==> src/rtl/pgbc_pkg.sv <==
// Shared types and constants for the particle grid binning classifier.
// Holds command, kind and class codes, the cell record and queue entry layouts.
// No dependencies.
`default_nettype none

package pgbc_pkg;

	// Stream and field widths
	localparam int POS_W      = 20;
	localparam int DENS_W     = 16;
	localparam int COUNT_W    = 16;
	localparam int SUM_W      = 24;
	localparam int ECHO_W     = 5;
	localparam int GSIZE_W    = 6;
	localparam int G_W        = 7;
	localparam int IN_DATA_W  = 96;
	localparam int IN_USER_W  = 2;
	localparam int OUT_DATA_W = 64;
	localparam int QUEUE_DEPTH = 2;

	localparam logic [COUNT_W-1:0] COUNT_MAX = '1;
	localparam logic [SUM_W-1:0]   SUM_MAX   = '1;

	// Configuration register indexes (byte address bit 2)
	localparam logic REG_GRID_SIZE  = 1'b0;
	localparam logic REG_FLUID_THR  = 1'b1;

	localparam logic [GSIZE_W-1:0] GRID_SIZE_RST = 6'd32;
	localparam logic [SUM_W-1:0]   FLUID_THR_RST = 24'd51;

	typedef enum logic [1:0] {
		CMD_CLEAR  = 2'd0,
		CMD_INSERT = 2'd1,
		CMD_QUERY  = 2'd2,
		CMD_NONE   = 2'd3
	} cmd_t;

	typedef enum logic [1:0] {
		KIND_FLUID = 2'd0,
		KIND_WALL  = 2'd1,
		KIND_OTHER = 2'd2,
		KIND_SPARE = 2'd3
	} kind_t;

	typedef enum logic [1:0] {
		CLASS_AIR   = 2'd0,
		CLASS_FLUID = 2'd1,
		CLASS_WALL  = 2'd2,
		CLASS_SPARE = 2'd3
	} class_t;

	typedef enum logic [1:0] {
		ST_INIT,
		ST_IDLE,
		ST_ACCESS,
		ST_CLEAR
	} back_state_t;

	// Aggregates stored for one cell
	typedef struct packed {
		logic [COUNT_W-1:0] count;
		logic               wall;
		logic               other;
		logic [SUM_W-1:0]   sum;
	} cell_rec_t;

	// Decoded item passed from front to back (cell address travels beside it)
	typedef struct packed {
		cmd_t              cmd;
		logic [ECHO_W-1:0] echo_x;
		logic [ECHO_W-1:0] echo_y;
		logic [ECHO_W-1:0] echo_z;
		kind_t             kind;
		logic [DENS_W-1:0] density;
		logic              out_of_range;
	} op_t;

	typedef struct packed {
		logic [SUM_W-1:0]   sum;
		class_t             cls;
		logic [COUNT_W-1:0] count;
		logic [ECHO_W-1:0]  z;
		logic [ECHO_W-1:0]  y;
		logic [ECHO_W-1:0]  x;
	} result_t;

endpackage

`default_nettype wire

==> src/rtl/pgbc_front.sv <==
// Front end: accepts items, bins positions into cells, checks query range.
// Depends on pgbc_pkg; feeds pgbc_queue.
`default_nettype none

module pgbc_front #(
	parameter int MAX_GRID = 32,
	parameter int IDX_W    = 5
) (
	input  wire                                   s_tvalid,
	output logic                                  s_tready,
	input  wire [pgbc_pkg::IN_DATA_W-1:0]         s_tdata,
	input  wire [pgbc_pkg::IN_USER_W-1:0]         s_tuser,
	input  wire [pgbc_pkg::GSIZE_W-1:0]           grid_size,
	input  wire                                   init_busy,
	input  wire                                   q_full,
	output logic                                  q_push,
	output pgbc_pkg::op_t                         q_op,
	output logic [3*IDX_W-1:0]                    q_addr
);

	import pgbc_pkg::*;

	localparam logic [G_W-1:0] MAX_G = G_W'(MAX_GRID);

	logic [G_W-1:0]           g_eff;
	logic signed [POS_W-1:0]  pos_x;
	logic signed [POS_W-1:0]  pos_y;
	logic signed [POS_W-1:0]  pos_z;
	logic [ECHO_W-1:0]        qry_x;
	logic [ECHO_W-1:0]        qry_y;
	logic [ECHO_W-1:0]        qry_z;
	logic [IDX_W-1:0]         bin_x;
	logic [IDX_W-1:0]         bin_y;
	logic [IDX_W-1:0]         bin_z;
	cmd_t                     cmd;

	// Scale by grid size, truncate, clamp to 0..g-1
	function automatic logic [IDX_W-1:0] bin_axis(input logic signed [POS_W-1:0] pos,
		input logic [G_W-1:0] g);
		logic signed [POS_W+G_W:0] prod;
		logic [10:0]               idx_raw;
		logic [10:0]               idx_max;
		logic [10:0]               idx;
		prod    = pos * $signed({1'b0, g});
		idx_raw = prod[POS_W+G_W-1:16];
		idx_max = 11'(g - 1'b1);
		if (prod[POS_W+G_W]) begin
			idx = '0;
		end else if (idx_raw > idx_max) begin
			idx = idx_max;
		end else begin
			idx = idx_raw;
		end
		return IDX_W'(idx);
	endfunction

	// Effective grid size: zero acts as one, cap at the built grid
	always_comb begin
		if (grid_size == '0) begin
			g_eff = G_W'(1);
		end else if ({1'b0, grid_size} > MAX_G) begin
			g_eff = MAX_G;
		end else begin
			g_eff = {1'b0, grid_size};
		end
	end

	// Unpack the item
	assign cmd   = cmd_t'(s_tuser[1:0]);
	assign pos_x = s_tdata[19:0];
	assign pos_y = s_tdata[39:20];
	assign pos_z = s_tdata[59:40];
	assign qry_x = s_tdata[82:78];
	assign qry_y = s_tdata[87:83];
	assign qry_z = s_tdata[92:88];

	assign bin_x = bin_axis(pos_x, g_eff);
	assign bin_y = bin_axis(pos_y, g_eff);
	assign bin_z = bin_axis(pos_z, g_eff);

	// Accept while the queue has room and the store is not being initialized
	assign s_tready = !q_full && !init_busy;
	assign q_push   = s_tvalid && s_tready;

	// Build the queue entry
	always_comb begin
		q_op.cmd          = cmd;
		q_op.kind         = kind_t'(s_tdata[61:60]);
		q_op.density      = s_tdata[77:62];
		q_op.out_of_range = 1'b0;
		q_op.echo_x       = '0;
		q_op.echo_y       = '0;
		q_op.echo_z       = '0;
		q_addr            = {bin_x, bin_y, bin_z};
		case (cmd)
			CMD_INSERT: begin
				q_op.echo_x = ECHO_W'(bin_x);
				q_op.echo_y = ECHO_W'(bin_y);
				q_op.echo_z = ECHO_W'(bin_z);
			end
			CMD_QUERY: begin
				q_op.echo_x       = qry_x;
				q_op.echo_y       = qry_y;
				q_op.echo_z       = qry_z;
				q_op.out_of_range = ({2'b0, qry_x} >= g_eff) || ({2'b0, qry_y} >= g_eff)
					|| ({2'b0, qry_z} >= g_eff);
				q_addr            = {IDX_W'(qry_x), IDX_W'(qry_y), IDX_W'(qry_z)};
			end
			default: begin
			end
		endcase
	end

endmodule

`default_nettype wire

==> config.mk <==
export PLATFORM = sky130hd
export DESIGN_NAME = pgbc_front
export DESIGN_NICKNAME = d
export VERILOG_FILES = /design/src/rtl/pgbc_pkg.sv /design/src/rtl/pgbc_front.sv
export SDC_FILE = /design/constraint.sdc
export NUM_CORES = 1
export LEC_CHECK = 0
export BUFFER_PORTS_ARGS = -buffer_cell sky130_fd_sc_hd__buf_2
export CORE_MARGIN = 8
export CORE_UTILIZATION = 41
export DETAILED_ROUTE_END_ITERATION = 12
export PLACE_DENSITY_LB_ADDON = 0.25
export SLEW_MARGIN = 25
export SYNTH_ARGS = -nofsm -noshare
export SYNTH_HDL_FRONTEND = slang
export SYNTH_SLANG_ARGS = --single-unit
==> constraint.sdc <==
create_clock -name vclk -period 18.1
set_input_delay 1.81 -clock vclk [all_inputs]
set_output_delay 1.81 -clock vclk [all_outputs]
set_load 0.03 [all_outputs]
==> reports/qor.log <==
INFO  sta            worst_slew_margin_rel=0.3386
INFO  placement      gp_congestion=0.8660
INFO  detailed_routing dr.first_iter.drc_count=416
INFO  detailed_routing route.detailed.drc=0
INFO  detailed_routing dr_wl_met2=15,220µm
INFO  power_and_ir_drop power-per-cell-area=63.82nW/µm²
INFO  grt            grt_use_total=0.1731
INFO  detailed_routing totalWireLength=32,760µm
INFO  detailed_routing drt-wirelength-per-cell=15.34µm
INFO  floorplan      die_width=199.2µm
INFO  clock_tree     ctsResizeCount=0
INFO  final_layout   final_nets=2,249
INFO  sta            final_report_hold_violation_count=0
INFO  logic_synthesis synth_area=13,750µm²
INFO  run            drv.max_cap_violation_count=0
INFO  logic_synthesis synth.yosys.seq_area_share=0
INFO  worst_setup_path path_class=primary input to output pin
INFO  floorplan      ios=160
INFO  detailed_routing drt-vias-per-instance=5.070
INFO  worst_setup_path setup.worst_path.start_class=primary input
INFO  logic_synthesis post_synth.cell_area_avg=8.459µm²
INFO  power_and_ir_drop vdd.ir_drop.worst=0.00007891V
INFO  final_layout   area.growth.synth_to_final=6.668%
INFO  sta            worst-slew-pin-transition=0.9876ns
INFO  worst_setup_path worst-path-max-fanout=68
INFO  detailed_routing number_of_iterations_in_the_first_detailed_routing_pass=5
INFO  sta            layout_worst_path_cycle_share=0.6525
INFO  detailed_routing wirelength_met1=15,900µm
INFO  sta            final_setup_violation_count=0
INFO  sta            timing.final.ws_setup=6.290ns
INFO  status         run_status=completed
INFO  final_layout   mostFrequentLayoutCell=sky130_fd_sc_hd__inv_1
INFO  sta            achievable-frequency=84.67MHz
INFO  clock_tree     count_of_hold_buffers_inserted_by_post_cts_repair=0
INFO  logic_synthesis ys_warn_count=0
INFO  floorplan      rows=67
INFO  placement      portBuffers=121
INFO  floorplan      starting_density=0.4133
INFO  floorplan      fp.coreArea=33,280µm²
INFO  final_layout   layout.clock_buffers=0
INFO  grt            grt_pass1_vias=11.73k
INFO  detailed_routing met3RoutedLength=1431µm
INFO  worst_setup_path critical_path.max_stage_delay=0.72ns
INFO  logic_synthesis synthesis.instances=1,626
INFO  placement      detailed_place.area=14,670µm²
INFO  final_layout   final_cell_mix=sky130_fd_sc_hd__inv_1, sky130_fd_sc_hd__and2_1, sky130_fd_sc_hd__fa_1, sky130_fd_sc_hd__ha_1, sky130_fd_sc_hd__nand2_1
INFO  worst_setup_path worst_ep_arrival_time=10.00ns
INFO  final_layout   flops_and_latches=0
INFO  detailed_routing via_count=10.82k
INFO  logic_synthesis yosys.cell_types.count=61
INFO  detailed_routing route.top_layer_used=met4
INFO  final_layout   num-fill-cells=3,408
INFO  floorplan      design.die.area=39,660µm²
INFO  final_layout   multi_input_comb_area=12,280µm²
INFO  sta            final-max-slew-violation-count=0
INFO  sta            grt_setup_unrepaired=false
INFO  final_layout   sequential_cell_area=0µm²
INFO  detailed_routing drt.antenna.violating_nets=0
INFO  grt            grt_pass1_wl=57,230µm
INFO  final_layout   post-route-cell-area=14,670µm²
INFO  worst_setup_path critical-path-slowest-cell=sky130_fd_sc_hd__a31oi_1
INFO  grt            largest_net_degree_at_the_start_of_global_routing=69
INFO  sta            period_needed=11.81ns
INFO  worst_setup_path crit_top_cell=sky130_fd_sc_hd__a21oi_1
INFO  sta            tns=0ns
INFO  placement      dp_worst_setup_slack=6.407ns
INFO  placement      dp_hpwl=26,860µm
INFO  final_layout   antennaDiodeCount=0
INFO  hold_path      hp-class=primary input to output pin
INFO  grt            antenna_found_initial=0
INFO  power_and_ir_drop power.leakage=7.914nW
INFO  grt            globalRouteOverflowTotal=0
INFO  worst_setup_path worst_ep_required_time=16.29ns
INFO  final_layout   fraction_of_layout_cells_with_a_size_suffix_above_1=0.08358
INFO  worst_setup_path setup.worst_path.end_class=output pin
INFO  floorplan      die_y=199.2µm
INFO  clock_tree     number_of_buffers_inserted_to_repair_setup_after_cts=0
routing by layer:
metal,GRT usage,vias up
li1,-,5236
met3,0.01819,20
met4,0.01345,0
met2,0.2939,190
met1,0.2443,5378
met5,0,-
Yosys cell counts (17+ instances only):
library cell / number / area (µm²)
sky130_fd_sc_hd__clkbuf_1: 47 / 176.4
sky130_fd_sc_hd__fa_1: 246 / 4925
sky130_fd_sc_hd__nand3_1: 18 / 90.09
sky130_fd_sc_hd__nor2_1: 27 / 101.4
sky130_fd_sc_hd__a21oi_1: 62 / 310.3
sky130_fd_sc_hd__nand2_1: 133 / 499.2
sky130_fd_sc_hd__inv_1: 315 / 1182
sky130_fd_sc_hd__xnor2_1: 37 / 324.1
sky130_fd_sc_hd__ha_1: 207 / 2590
sky130_fd_sc_hd__and2_1: 274 / 1714
sky130_fd_sc_hd__buf_4: 20 / 150.1
sky130_fd_sc_hd__o31ai_1: 17 / 127.6
sky130_fd_sc_hd__o21ai_0: 38 / 190.2
kinds of logic after synthesis:
logic type / after synthesis / share of synthesized area
AND/OR/NAND/NOR: 530 / 0.2120
adder cells (fa/ha/maj): 453 / 0.5463
buffers and inverters: 383 / 0.1101
AO/OA/AOI/OAI: 207 / 0.09734
XOR/XNOR: 45 / 0.02865
multiplexers: 7 / 0.005276
other: 1 / 0.0002726
critical path: cells and delay by family:
kind | cells | cell delay [ns]
AO/OA/AOI/OAI | 12 | 2.96
AND/OR/NAND/NOR | 4 | 1.13
XOR/XNOR | 1 | 0.17
buffers and inverters | 6 | 1.33
adder cells (fa/ha/maj) | 6 | 2.55
final cells by class:
| class | instances | share of cell area |
|---|---|---|
| inverter | 315 | 0.08059 |
| tap | 448 | 0.03821 |
| timing repair buffer | 127 | 0.04435 |
| multi-input combinational | 1245 | 0.8369 |
metrics by stage:
stage	hold slack, ns	power (mW)	cells	util
floorplan	3.732	0.7166	1628	-
global placement	3.620	0.9217	2135	0.4408
detailed placement	3.620	0.9367	2135	0.4408
CTS	3.620	0.9453	2135	0.4408
global route	3.620	1.072	2135	0.4408
finish	3.620	0.9364	2135	0.4408
worst paths after layout:
| path | start | endpoint | slack [ns] | cells past startpoint |
|---|---|---|---|---|
| max | grid_size[5] | q_op[23] | 6.29 | 29 |
| min | s_tdata[74] | q_op[13] | 3.62 | 0 |
power by group:
part | switching, mW | total [mW] | internal [mW]
registers | 0 | 0 | 0
clock network | 0 | 0 | 0
logic | 0.560 | 0.936 | 0.377
total | 0.560 | 0.936 | 0.377
(Power assumes the default switching activity.)
