**src/rtl/pgbc_queue.sv**
```systemverilog
// Small flop-based FIFO between the front and the back.
// No dependencies.
`default_nettype none

module pgbc_queue #(
	parameter int WIDTH = 64,
	parameter int DEPTH = 2
) (
	input  wire              clk,
	input  wire              arst_n,
	input  wire              push,
	input  wire [WIDTH-1:0]  wdata,
	output logic             full,
	input  wire              pop,
	output logic [WIDTH-1:0] rdata,
	output logic             empty
);

	localparam int PTR_W = (DEPTH > 1) ? $clog2(DEPTH) : 1;
	localparam int CNT_W = $clog2(DEPTH + 1);

	logic [WIDTH-1:0] slot_q [DEPTH];
	logic [PTR_W-1:0] wr_ptr_q;
	logic [PTR_W-1:0] rd_ptr_q;
	logic [CNT_W-1:0] count_q;

	assign full  = (count_q == CNT_W'(DEPTH));
	assign empty = (count_q == '0);
	assign rdata = slot_q[rd_ptr_q];

	// Store pushed items
	always_ff @(posedge clk) begin
		if (push) begin
			slot_q[wr_ptr_q] <= wdata;
		end
	end

	// Advance pointers and track fill
	always_ff @(posedge clk or negedge arst_n) begin
		if (!arst_n) begin
			wr_ptr_q <= '0;
			rd_ptr_q <= '0;
			count_q  <= '0;
		end else begin
			if (push) begin
				wr_ptr_q <= (wr_ptr_q == PTR_W'(DEPTH - 1)) ? '0 : wr_ptr_q + 1'b1;
			end
			if (pop) begin
				rd_ptr_q <= (rd_ptr_q == PTR_W'(DEPTH - 1)) ? '0 : rd_ptr_q + 1'b1;
			end
			if (push && !pop) begin
				count_q <= count_q + 1'b1;
			end else if (pop && !push) begin
				count_q <= count_q - 1'b1;
			end
		end
	end

endmodule

`default_nettype wire

```
**config.mk**
```make
export PLATFORM = sky130hd
export DESIGN_NAME = pgbc_queue
export DESIGN_NICKNAME = d
export VERILOG_FILES = /design/src/rtl/pgbc_queue.sv
export SDC_FILE = /design/constraint.sdc
export NUM_CORES = 1
export LEC_CHECK = 0
export BUFFER_PORTS_ARGS = -buffer_cell sky130_fd_sc_hd__clkbuf_2
export CORE_MARGIN = 5
export CORE_UTILIZATION = 40
export CTS_BUF_LIST = sky130_fd_sc_hd__clkbuf_4 sky130_fd_sc_hd__clkbuf_8
export DETAILED_ROUTE_END_ITERATION = 10
export SYNTH_ARGS = -nofsm -noshare
export SYNTH_HDL_FRONTEND = slang
export SYNTH_SLANG_ARGS = --single-unit
```
**constraint.sdc**
```tcl
create_clock -name clk -period 4.6 [get_ports clk]
set_input_delay 0.23 -clock clk [delete_from_list [all_inputs] [get_ports clk]]
set_output_delay 0.23 -clock clk [all_outputs]
set_load 0.05 [all_outputs]
```
==> results by group, run 1 <==
Logic synthesis
  • Yosys reg bits: 132
  • Synthesized Nets: 284
  • Post-synthesis cell count: 215
  • Syn Area/Cell: 23.3 um^2
  • Yosys cell types: 13
  • Syn. warnings: 0
  • Post-synthesis sequential area ratio: 78.7%
  • Syn Std Cell Area: 5010 um^2

Detailed routing
  • Drt first pass iters: 4
  • Final ANT Viol Nets: 0
  • DR vias/cell: 4.37
  • DR iter-0 viols: 88
  • Total wire length: 9090 um
  • DRC Markers: 0
  • Via count: 2654
  • Wire per inst: 15.0 um

Global routing
  • Total GRT Usage: 12.9%
  • Initial antenna violation count: 0
  • Global-route wire length before repair: 14300 um
  • Vias in the first global route: 2987
  • Largest net degree at the start of global routing: 66
  • Gr ovfl total: 0

Worst setup path
  • Startpoint types: flip-flop
  • Endpoint class of the critical path: output port
  • Reg2reg setup slack: 2540 ps
  • WP buf/inv: 1
  • Largest delay contributor family on the critical path: flip-flops
  • Reg2Reg Depth: 2
  • CP startpoint: rd_ptr_q
  • Critical Path Slowest Stage Cell: dfrtp_4
  • Crit Reg-Reg Endpoint: slot_q[0][44]
  • Crit Path Class: flip-flop to output port
  • R2R Path Start: wr_ptr_q
  • Worst EP arrival: 2330 ps
  • Critical Path Max Stage Delay: 1200 ps
  • Worst-path maximum fanout: 65
  • Req. time, crit path: 4370 ps
  • Worst-path cell chain: mux2_2 -> clkbuf_2

Timing
  • Tmin final: 2560 ps
  • Min Hold Slack: 42.7 ps
  • Final worst path period share: 55.6%
  • Setup violators final: 0
  • Slew HR: 22.4%
  • RSZ-0062 raised after global routing: no
  • F_max: 391 MHz
  • Endpoints failing hold: 0
  • Setup TNS Final: 0 ps
  • Worst-margin pin slew: 1160 ps
  • Max-slew violations: 0
  • Setup Skew: 4.61 ps

Worst hold path
  • Hold EP: wr_ptr_q
  • Worst hold path class: input port to flip-flop
  • Hold path start: push
  • Hold-critical path depth: 2

Floorplan
  • Rows: 40
  • IO Pins: 134
  • Initial Util: 41.2%
  • Die area: 14900 um^2
  • Die Wd: 122 um
  • Core ar.: 12200 um^2
  • Die Span Y: 122 um

Layout
  • Commonest non-fill, non-tap cell in the layout: clkbuf_2
  • Proportion of layout cells with a drive suffix above 1: 51.8%
  • Most frequent cells in the layout: 133 x clkbuf_2, 128 x edfxtp_1, 66 x dlygate4sd3_1
  • Final core occ: 57.2%
  • Non-filler instance count after layout: 608
  • Fillers: 949
  • Nets: 496
  • Final Cell Area: 6950 um^2
  • Area growth from synthesis to layout: 38.7%
  • Inserted Diodes: 0

Flow run
  • Max-Cap Viols: 0

Clock network
  • Num CTS Buffers: 17
  • Clk buf depth: 2
  • Clk slew on worst S/H paths: 70 ps
  • Clock Latency Late Sink: 430 ps
  • CTS resizes: 0
  • H-tree level count: 4
  • Post-CTS setup buffers: 0
  • CTS tree: yes
  • Num Clock Sinks: 132
  • Clk root buf: clkbuf_8

Pwr
  • Pleak: 2.83 nW
  • Clock Power Share: 23.2%
  • Flop pwr share: 38.2%
  • Switching share of power: 38.4%
  • Combinational share of power: 38.6%
  • Net Sw Power: 1.82 mW
  • Worst VDD drop: 361 uV
  • P per Cell Area: 681 nW/um^2
  • Cell Int Power: 2.91 mW

Placed design
  • Dpl cells: 510
  • Placed cell areas: 5840 um^2
  • GPL Wtd Cong: 0.730
  • Port Buffers: 133

Run status
  • Outcome: finished clean
==> power groups by stage <==
stage / logic [mW] / registers (mW) / clock network [mW]
floorplan: 1.62 / 1.69 / 0
detailed placement: 1.80 / 1.84 / 0
global placement: 1.79 / 1.83 / 0
CTS: 1.85 / 1.82 / 1.13
global route: 1.91 / 1.84 / 1.19
finish: 1.83 / 1.81 / 1.10
==> per-layer routing <==
metal  share of wire, %  GRT usage, %  routed length [um]
met5                  0             0                   0
met4                1.6          5.67                 150
met3                7.1          4.74                 644
met2                 50          21.8                4570
met1                 41          14.7                3730
==> repair_timing <==
item	in CTS	in global routing
setup endpoints to repair	0	0
hold buffers	66	0
hold endpoints to repair	133	0
==> synth_stat cells (all sizes together) <==
cell type / number / share of area (%)
mux2: 64 / 18
edfxtp: 128 / 77
inv: 1 / 0.075
buf: 7 / 1.4
nor2b: 2 / 0.25
nor2: 2 / 0.15
and2: 1 / 0.12
dfrtp: 4 / 2.0
ha: 1 / 0.25
xor2: 4 / 0.70
xnor2: 1 / 0.17
==> state kept, by name, summed over array words and instances (netlist names) <==
register and cells:
count_q 2, rd_ptr_q 1, wr_ptr_q 1, slot_q 128
==> worst max path at each step <==
stage,to,cells past startpoint
2_1_floorplan,slot_q[0][0],1
3_3_place_gp,slot_q[0][49],2
3_5_place_dp,rdata[48],2
4_1_cts,rdata[48],2
5_1_grt,rdata[48],2
6_report,rdata[48],2
==> stage by stage <==
stage                     worst slack [ps]  total power, mW
final                                 2040             4.73
after global routing                  1910             4.94
after CTS                             1980             4.80
after detailed placement              2460             3.65
after global placement                2480             3.63
after floorplan                        859             3.31
==> layout make-up <==
| class | instances | area (um^2) | share of cell area, % |
|---|---|---|---|
| clock inverter | 14 | 214 | 3.08 |
| multi-input combinational | 75 | 1000 | 14.4 |
| inverter | 1 | 3.75 | 0.0540 |
| timing repair buffer | 200 | 1330 | 19.2 |
| clock buffer | 18 | 241 | 3.47 |
| tap | 168 | 210 | 3.02 |
| sequential | 132 | 3950 | 56.8 |
==> worst reg2reg max path, cell delays in order (launching register included) <==
cell and delay [ps]:
dfrtp_1 430, nor2b_4 660, buf_4 580
==> cell families (layout without fill, tap and decap cells) <==
group	count (synthesis)	in the layout	share of synthesized area, %
flip-flops	132	132	78.7
multiplexers	64	64	18.1
buffers and inverters	8	233	1.52
XOR/XNOR	5	5	0.874
AND/OR/NAND/NOR	5	5	0.524
adder cells (fa/ha/maj)	1	1	0.250
Power figures use the tool's default switching activity.
==> inputs of run 2 (changes only) <==
==> constraint.sdc (replaced) <==
create_clock -name clk -period 2.6 [get_ports clk]
set_input_delay 0.13 -clock clk [delete_from_list [all_inputs] [get_ports clk]]
set_output_delay 0.13 -clock clk [all_outputs]
set_load 0.05 [all_outputs]
==> results by group, run 2 (synthesized netlist as in run 1, its figures left out) <==
Global routing
  • Global-route wire length before repair: 14700 um
  • Largest net degree at the start of global routing: 39
  • Vias in the first global route: 2937
  • Total GRT Usage: 13.5%
  • Initial antenna violation count: 0
  • Gr ovfl total: 0

Worst setup path
  • Critical path destination: rdata[48]
  • Crit Reg-Reg Endpoint: slot_q[1][43]
  • Req. time, crit path: 2470 ps
  • Critical Path Slowest Stage Cell: dfrtp_4
  • Endpoint class of the critical path: output port
  • WP buf/inv: 2
  • Critical Path Max Stage Delay: 760 ps
  • CP startpoint: rd_ptr_q
  • Crit Path Class: flip-flop to output port
  • Worst-path cell chain: buf_12 -> mux2_2 -> clkbuf_2
  • R2R Path Start: wr_ptr_q
  • Reg2Reg Depth: 2
  • Worst EP arrival: 2080 ps
  • CP Depth: 3
  • Startpoint types: flip-flop
  • Worst-path maximum fanout: 30
  • Largest delay contributor family on the critical path: flip-flops
  • Reg2reg setup slack: 1110 ps

Clock network
  • CTS tree: yes
  • Clk buf depth: 2
  • Clk slew on worst S/H paths: 60 ps
  • Num CTS Buffers: 17
  • H-tree level count: 4
  • Clk root buf: clkbuf_8
  • Clock Latency Late Sink: 430 ps
  • Post-CTS setup buffers: 0
  • Num Clock Sinks: 132

Timing
  • Final worst path period share: 85.0%
  • F_max: 453 MHz
  • Slew HR: 63.5%
  • Max-slew violations: 0
  • Worst-margin pin slew: 548 ps
  • Setup TNS Final: 0 ps
  • Tmin final: 2210 ps
  • Setup Skew: 5.04 ps
  • Setup violators final: 0
  • RSZ-0062 raised after global routing: no
  • Endpoints failing hold: 0

Pwr
  • P per Cell Area: 1150 nW/um^2
  • Worst VDD drop: 645 uV
  • Total power: 7.97 mW
  • Pleak: 2.81 nW

Floorplan
  • Die Span Y: 122 um
  • Die area: 14900 um^2
  • Rows: 40
  • Die Wd: 122 um
  • Core ar.: 12200 um^2
  • IO Pins: 134
  • Initial Util: 41.2%

Detailed routing
  • DR vias/cell: 4.41
  • Drt first pass iters: 4
  • Total wire length: 9440 um
  • DR iter-0 viols: 113
  • DRC Markers: 0
  • Final ANT Viol Nets: 0
  • Wire per inst: 15.4 um
  • Via count: 2699

Layout
  • Register bank with the most flops: slot_q
  • Inserted Diodes: 0
  • Nets: 501
  • Area growth from synthesis to layout: 37.9%
  • Most frequent cells in the layout: 133 x clkbuf_2, 128 x edfxtp_1, 67 x dlygate4sd3_1
  • Regs by FF count: slot_q x128, count_q x2
  • Proportion of layout cells with a drive suffix above 1: 52.0%
  • Area of the multi-input gates: 1000 um^2
  • Register Area: 3950 um^2
  • Fillers: 975
  • Commonest non-fill, non-tap cell in the layout: clkbuf_2
  • Max reg flops: 128

Placed design
  • Port Buffers: 133
  • GPL Wtd Cong: 0.701

Flow run
  • Max-Cap Viols: 0

Worst hold path
  • Worst hold path class: input port to async pin

Run status
  • Outcome: finished clean
## run 2: power breakdown
part           internal, mW  leakage [nW]  switching, mW
clock network         0.779         0.179          0.685
registers              2.83          1.25          0.231
logic                  1.15          1.39           2.30
## run 2: repair_timing
action,in CTS,in global routing
hold buffers,67,0
endpoints found under the hold margin,134,0
resized for setup,0,0
## run 2: how the worst min path moves through the flow
stage / to / slack, ps / cells past startpoint
5_1_grt: count_q[0] / 30 / 2
6_report: count_q[0] / 60 / 2
3_5_place_dp: count_q[0] / -60 / 1
4_1_cts: count_q[0] / 9 / 2
2_1_floorplan: count_q[0] / -170 / 0
3_3_place_gp: count_q[1] / -60 / 1
## run 2: final cells by class
type	instances	area share, %
Sequential cell	132	57.1
Timing Repair Buffer	205	20.4
Multi-Input combinational cell	75	14.5
Clock buffer	22	3.93
Tap cell	168	3.04
Clock inverter	9	0.924
Inverter	1	0.0543
## run 2: worst register-to-register path: cells and delay by family (launching register included)
family / cells / cell delay, ps
and+or+nand+nor: 1 / 450
DFF: 1 / 420
buffers and inverters: 1 / 300
## run 2: layer usage
metal  vias to the layer above  global-route usage, %  wire length, um
met5                         -                      0                0
met4                         0                   6.93              190
met3                        18                   5.15              692
met2                        94                   22.2             4810
met1                      1306                   15.3             3750
li1                       1281                      -                -
## run 2: per-stage QoR
step / setup WS [ps] / instance area [um^2] / std cells / hold WS (ps) / utilization, %
6_report: 391 / 6910 / 612 / 60.0 / 56.8
5_1_grt: 288 / 6910 / 612 / 27.8 / 56.8
4_1_cts: 326 / 6910 / 612 / 8.56 / 56.8
3_5_place_dp: 815 / 5900 / 514 / -56.0 / 48.5
3_3_place_gp: 818 / 5900 / 514 / -60.8 / 48.5
2_1_floorplan: 97.7 / 5010 / 215 / -166 / -
==> inputs of run 3 (changes only) <==
==> constraint.sdc (replaced) <==
create_clock -name clk -period 2.2 [get_ports clk]
set_input_delay 0.11 -clock clk [delete_from_list [all_inputs] [get_ports clk]]
set_output_delay 0.11 -clock clk [all_outputs]
set_load 0.05 [all_outputs]
==> results by group, run 3 (synthesized netlist as in run 1, its figures left out) <==
Run status
  • Outcome: finished clean

Floorplan
  • Core ar.: 12200 um^2
  • Die Span Y: 122 um
  • IO Pins: 134
  • Die Wd: 122 um
  • Rows: 40
  • Die area: 14900 um^2
  • Initial Util: 41.2%

Layout
  • Most frequent cells in the layout: 133 x clkbuf_2, 128 x edfxtp_1, 69 x dlygate4sd3_1
  • Nets: 506
  • Inserted Diodes: 0
  • Register bank with the most flops: slot_q
  • Proportion of layout cells with a drive suffix above 1: 52.7%
  • Max reg flops: 128
  • Regs by FF count: slot_q x128, count_q x2
  • Area growth from synthesis to layout: 40.7%
  • Non-filler instance count after layout: 618
  • Commonest non-fill, non-tap cell in the layout: clkbuf_2

Global routing
  • Met1 GRT Util: 14.5%
  • Initial antenna violation count: 0
  • Vias in the first global route: 2831
  • Gr ovfl total: 0
  • Met2 Track Usage GR: 21.8%
  • GR peak layer: met2
  • Largest net degree at the start of global routing: 38
  • Global-route wire length before repair: 14000 um
  • M3 GR Usage: 4.36%
  • Total GRT Usage: 12.7%

Placed design
  • Dpl cells: 516
  • Setup WS pre-CTS: 448 ps
  • GPL Wtd Cong: 0.673
  • HPWL after DPL: 5720 um
  • Port Buffers: 133

Clock network
  • Clk slew on worst S/H paths: 70 ps
  • Clk root buf: clkbuf_8
  • Num Clock Sinks: 132
  • CTS resizes: 0
  • H-tree level count: 4
  • Clock Latency Late Sink: 420 ps
  • Clk buf depth: 2
  • Num CTS Buffers: 17
  • CTS tree: yes

Detailed routing
  • DR iter-0 viols: 105
  • DRC Markers: 0
  • Final ANT Viol Nets: 0
  • Wire per inst: 14.9 um
  • DR vias/cell: 4.33
  • Via count: 2678
  • Drt first pass iters: 4
  • Total wire length: 9230 um

Timing
  • Slew HR: 65.1%
  • Tmin final: 2010 ps
  • Setup Skew: 5.26 ps
  • Endpoints failing hold: 0
  • Worst-margin pin slew: 524 ps
  • RSZ-0062 raised after global routing: no
  • Final worst path period share: 91.2%
  • F_max: 498 MHz
  • Setup TNS Final: 0 ps
  • Min Hold Slack: 412 ps
  • Final WS setup: 193 ps
  • Max-slew violations: 0
  • Setup violators final: 0

Worst setup path
  • Crit Path Class: flip-flop to output port
  • Crit Reg-Reg Endpoint: slot_q[1][9]
  • Worst-path maximum fanout: 16
  • Endpoint class of the critical path: output port
  • R2R Path Start: wr_ptr_q
  • Startpoint types: flip-flop
  • Req. time, crit path: 2090 ps
  • Worst EP arrival: 1900 ps
  • Reg2reg setup slack: 790 ps
  • Reg2Reg Depth: 2

Worst hold path
  • Hold path start: wdata[36]
  • Hold-critical path depth: 2
  • Hold EP: slot_q[0][36]
  • Worst hold path class: input port to flip-flop

Pwr
  • Worst VDD drop: 794 uV
  • Pleak: 2.88 nW
  • Combinational share of power: 42.0%
  • P per Cell Area: 1410 nW/um^2
  • Switching share of power: 38.7%
  • Cell Int Power: 6.09 mW
  • Flop pwr share: 35.5%
  • Net Sw Power: 3.84 mW
  • Clock Power Share: 22.5%

Flow run
  • Max-Cap Viols: 0
-- run 3: changes by cell type in the layout (fill, tap and decap cells not counted), sizes merged --
cell         delta
buf             +3
bufinv          +4
clkbuf          -2
clkinv          -1
dlygate4sd3     +2
-- run 3: worst max path at each step --
| stage | startpoint | end | slack, ps |
|---|---|---|---|
| 6_report | rd_ptr_q | rdata[9] | 190 |
| 3_5_place_dp | rd_ptr_q | rdata[20] | 450 |
| 3_3_place_gp | rd_ptr_q | rdata[10] | 480 |
| 4_1_cts | rd_ptr_q | rdata[20] | 130 |
| 2_1_floorplan | wr_ptr_q | slot_q[0][0] | 400 |
| 5_1_grt | rd_ptr_q | rdata[13] | 100 |
-- run 3: cell type report --
| class | instances | area (um^2) |
|---|---|---|
| Fill cell | 942 | 5110 |
| Tap cell | 168 | 210 |
| Timing Repair Buffer | 210 | 1450 |
| Multi-Input combinational cell | 75 | 1000 |
| Clock inverter | 12 | 185 |
| Clock buffer | 20 | 256 |
| Inverter | 1 | 3.75 |
| Sequential cell | 132 | 3950 |
-- run 3: timing repair --
| item | CTS | global route |
|---|---|---|
| setup endpoints to repair | 16 | 0 |
| hold buffers | 69 | 0 |
| buffers inserted | 1 | 0 |
| hold endpoints to repair | 134 | 0 |
-- run 3: per-stage QoR --
step,area (um^2),power [mW],utilization [%]
2_1_floorplan,5020,6.90,-
3_3_place_gp,5910,7.65,48.6
3_5_place_dp,5910,7.68,48.6
4_1_cts,7050,10.1,58.0
5_1_grt,7050,10.3,58.0
6_report,7050,9.93,58.0
-- run 3: critical path: stages, from the launching register on --
cell and delay, ps:
dfrtp_4 560, buf_4 330, mux2_4 330, clkbuf_2 240
-- run 3: power by group through the flow --
stage / clock [mW] / combinational (mW) / sequential (mW)
floorplan: 0 / 3.40 / 3.50
global placement: 0 / 4.03 / 3.62
detailed placement: 0 / 4.04 / 3.64
CTS: 2.29 / 4.23 / 3.54
global route: 2.40 / 4.36 / 3.57
finish: 2.23 / 4.16 / 3.53
-- run 3: layer usage --
| metal | wire [um] | up-vias | part of all wire, % |
|---|---|---|---|
| li1 | - | 1288 | - |
| met1 | 3760 | 1293 | 41 |
| met2 | 4720 | 85 | 51 |
| met3 | 608 | 12 | 6.6 |
| met4 | 146 | 0 | 1.6 |
| met5 | 0 | - | 0 |
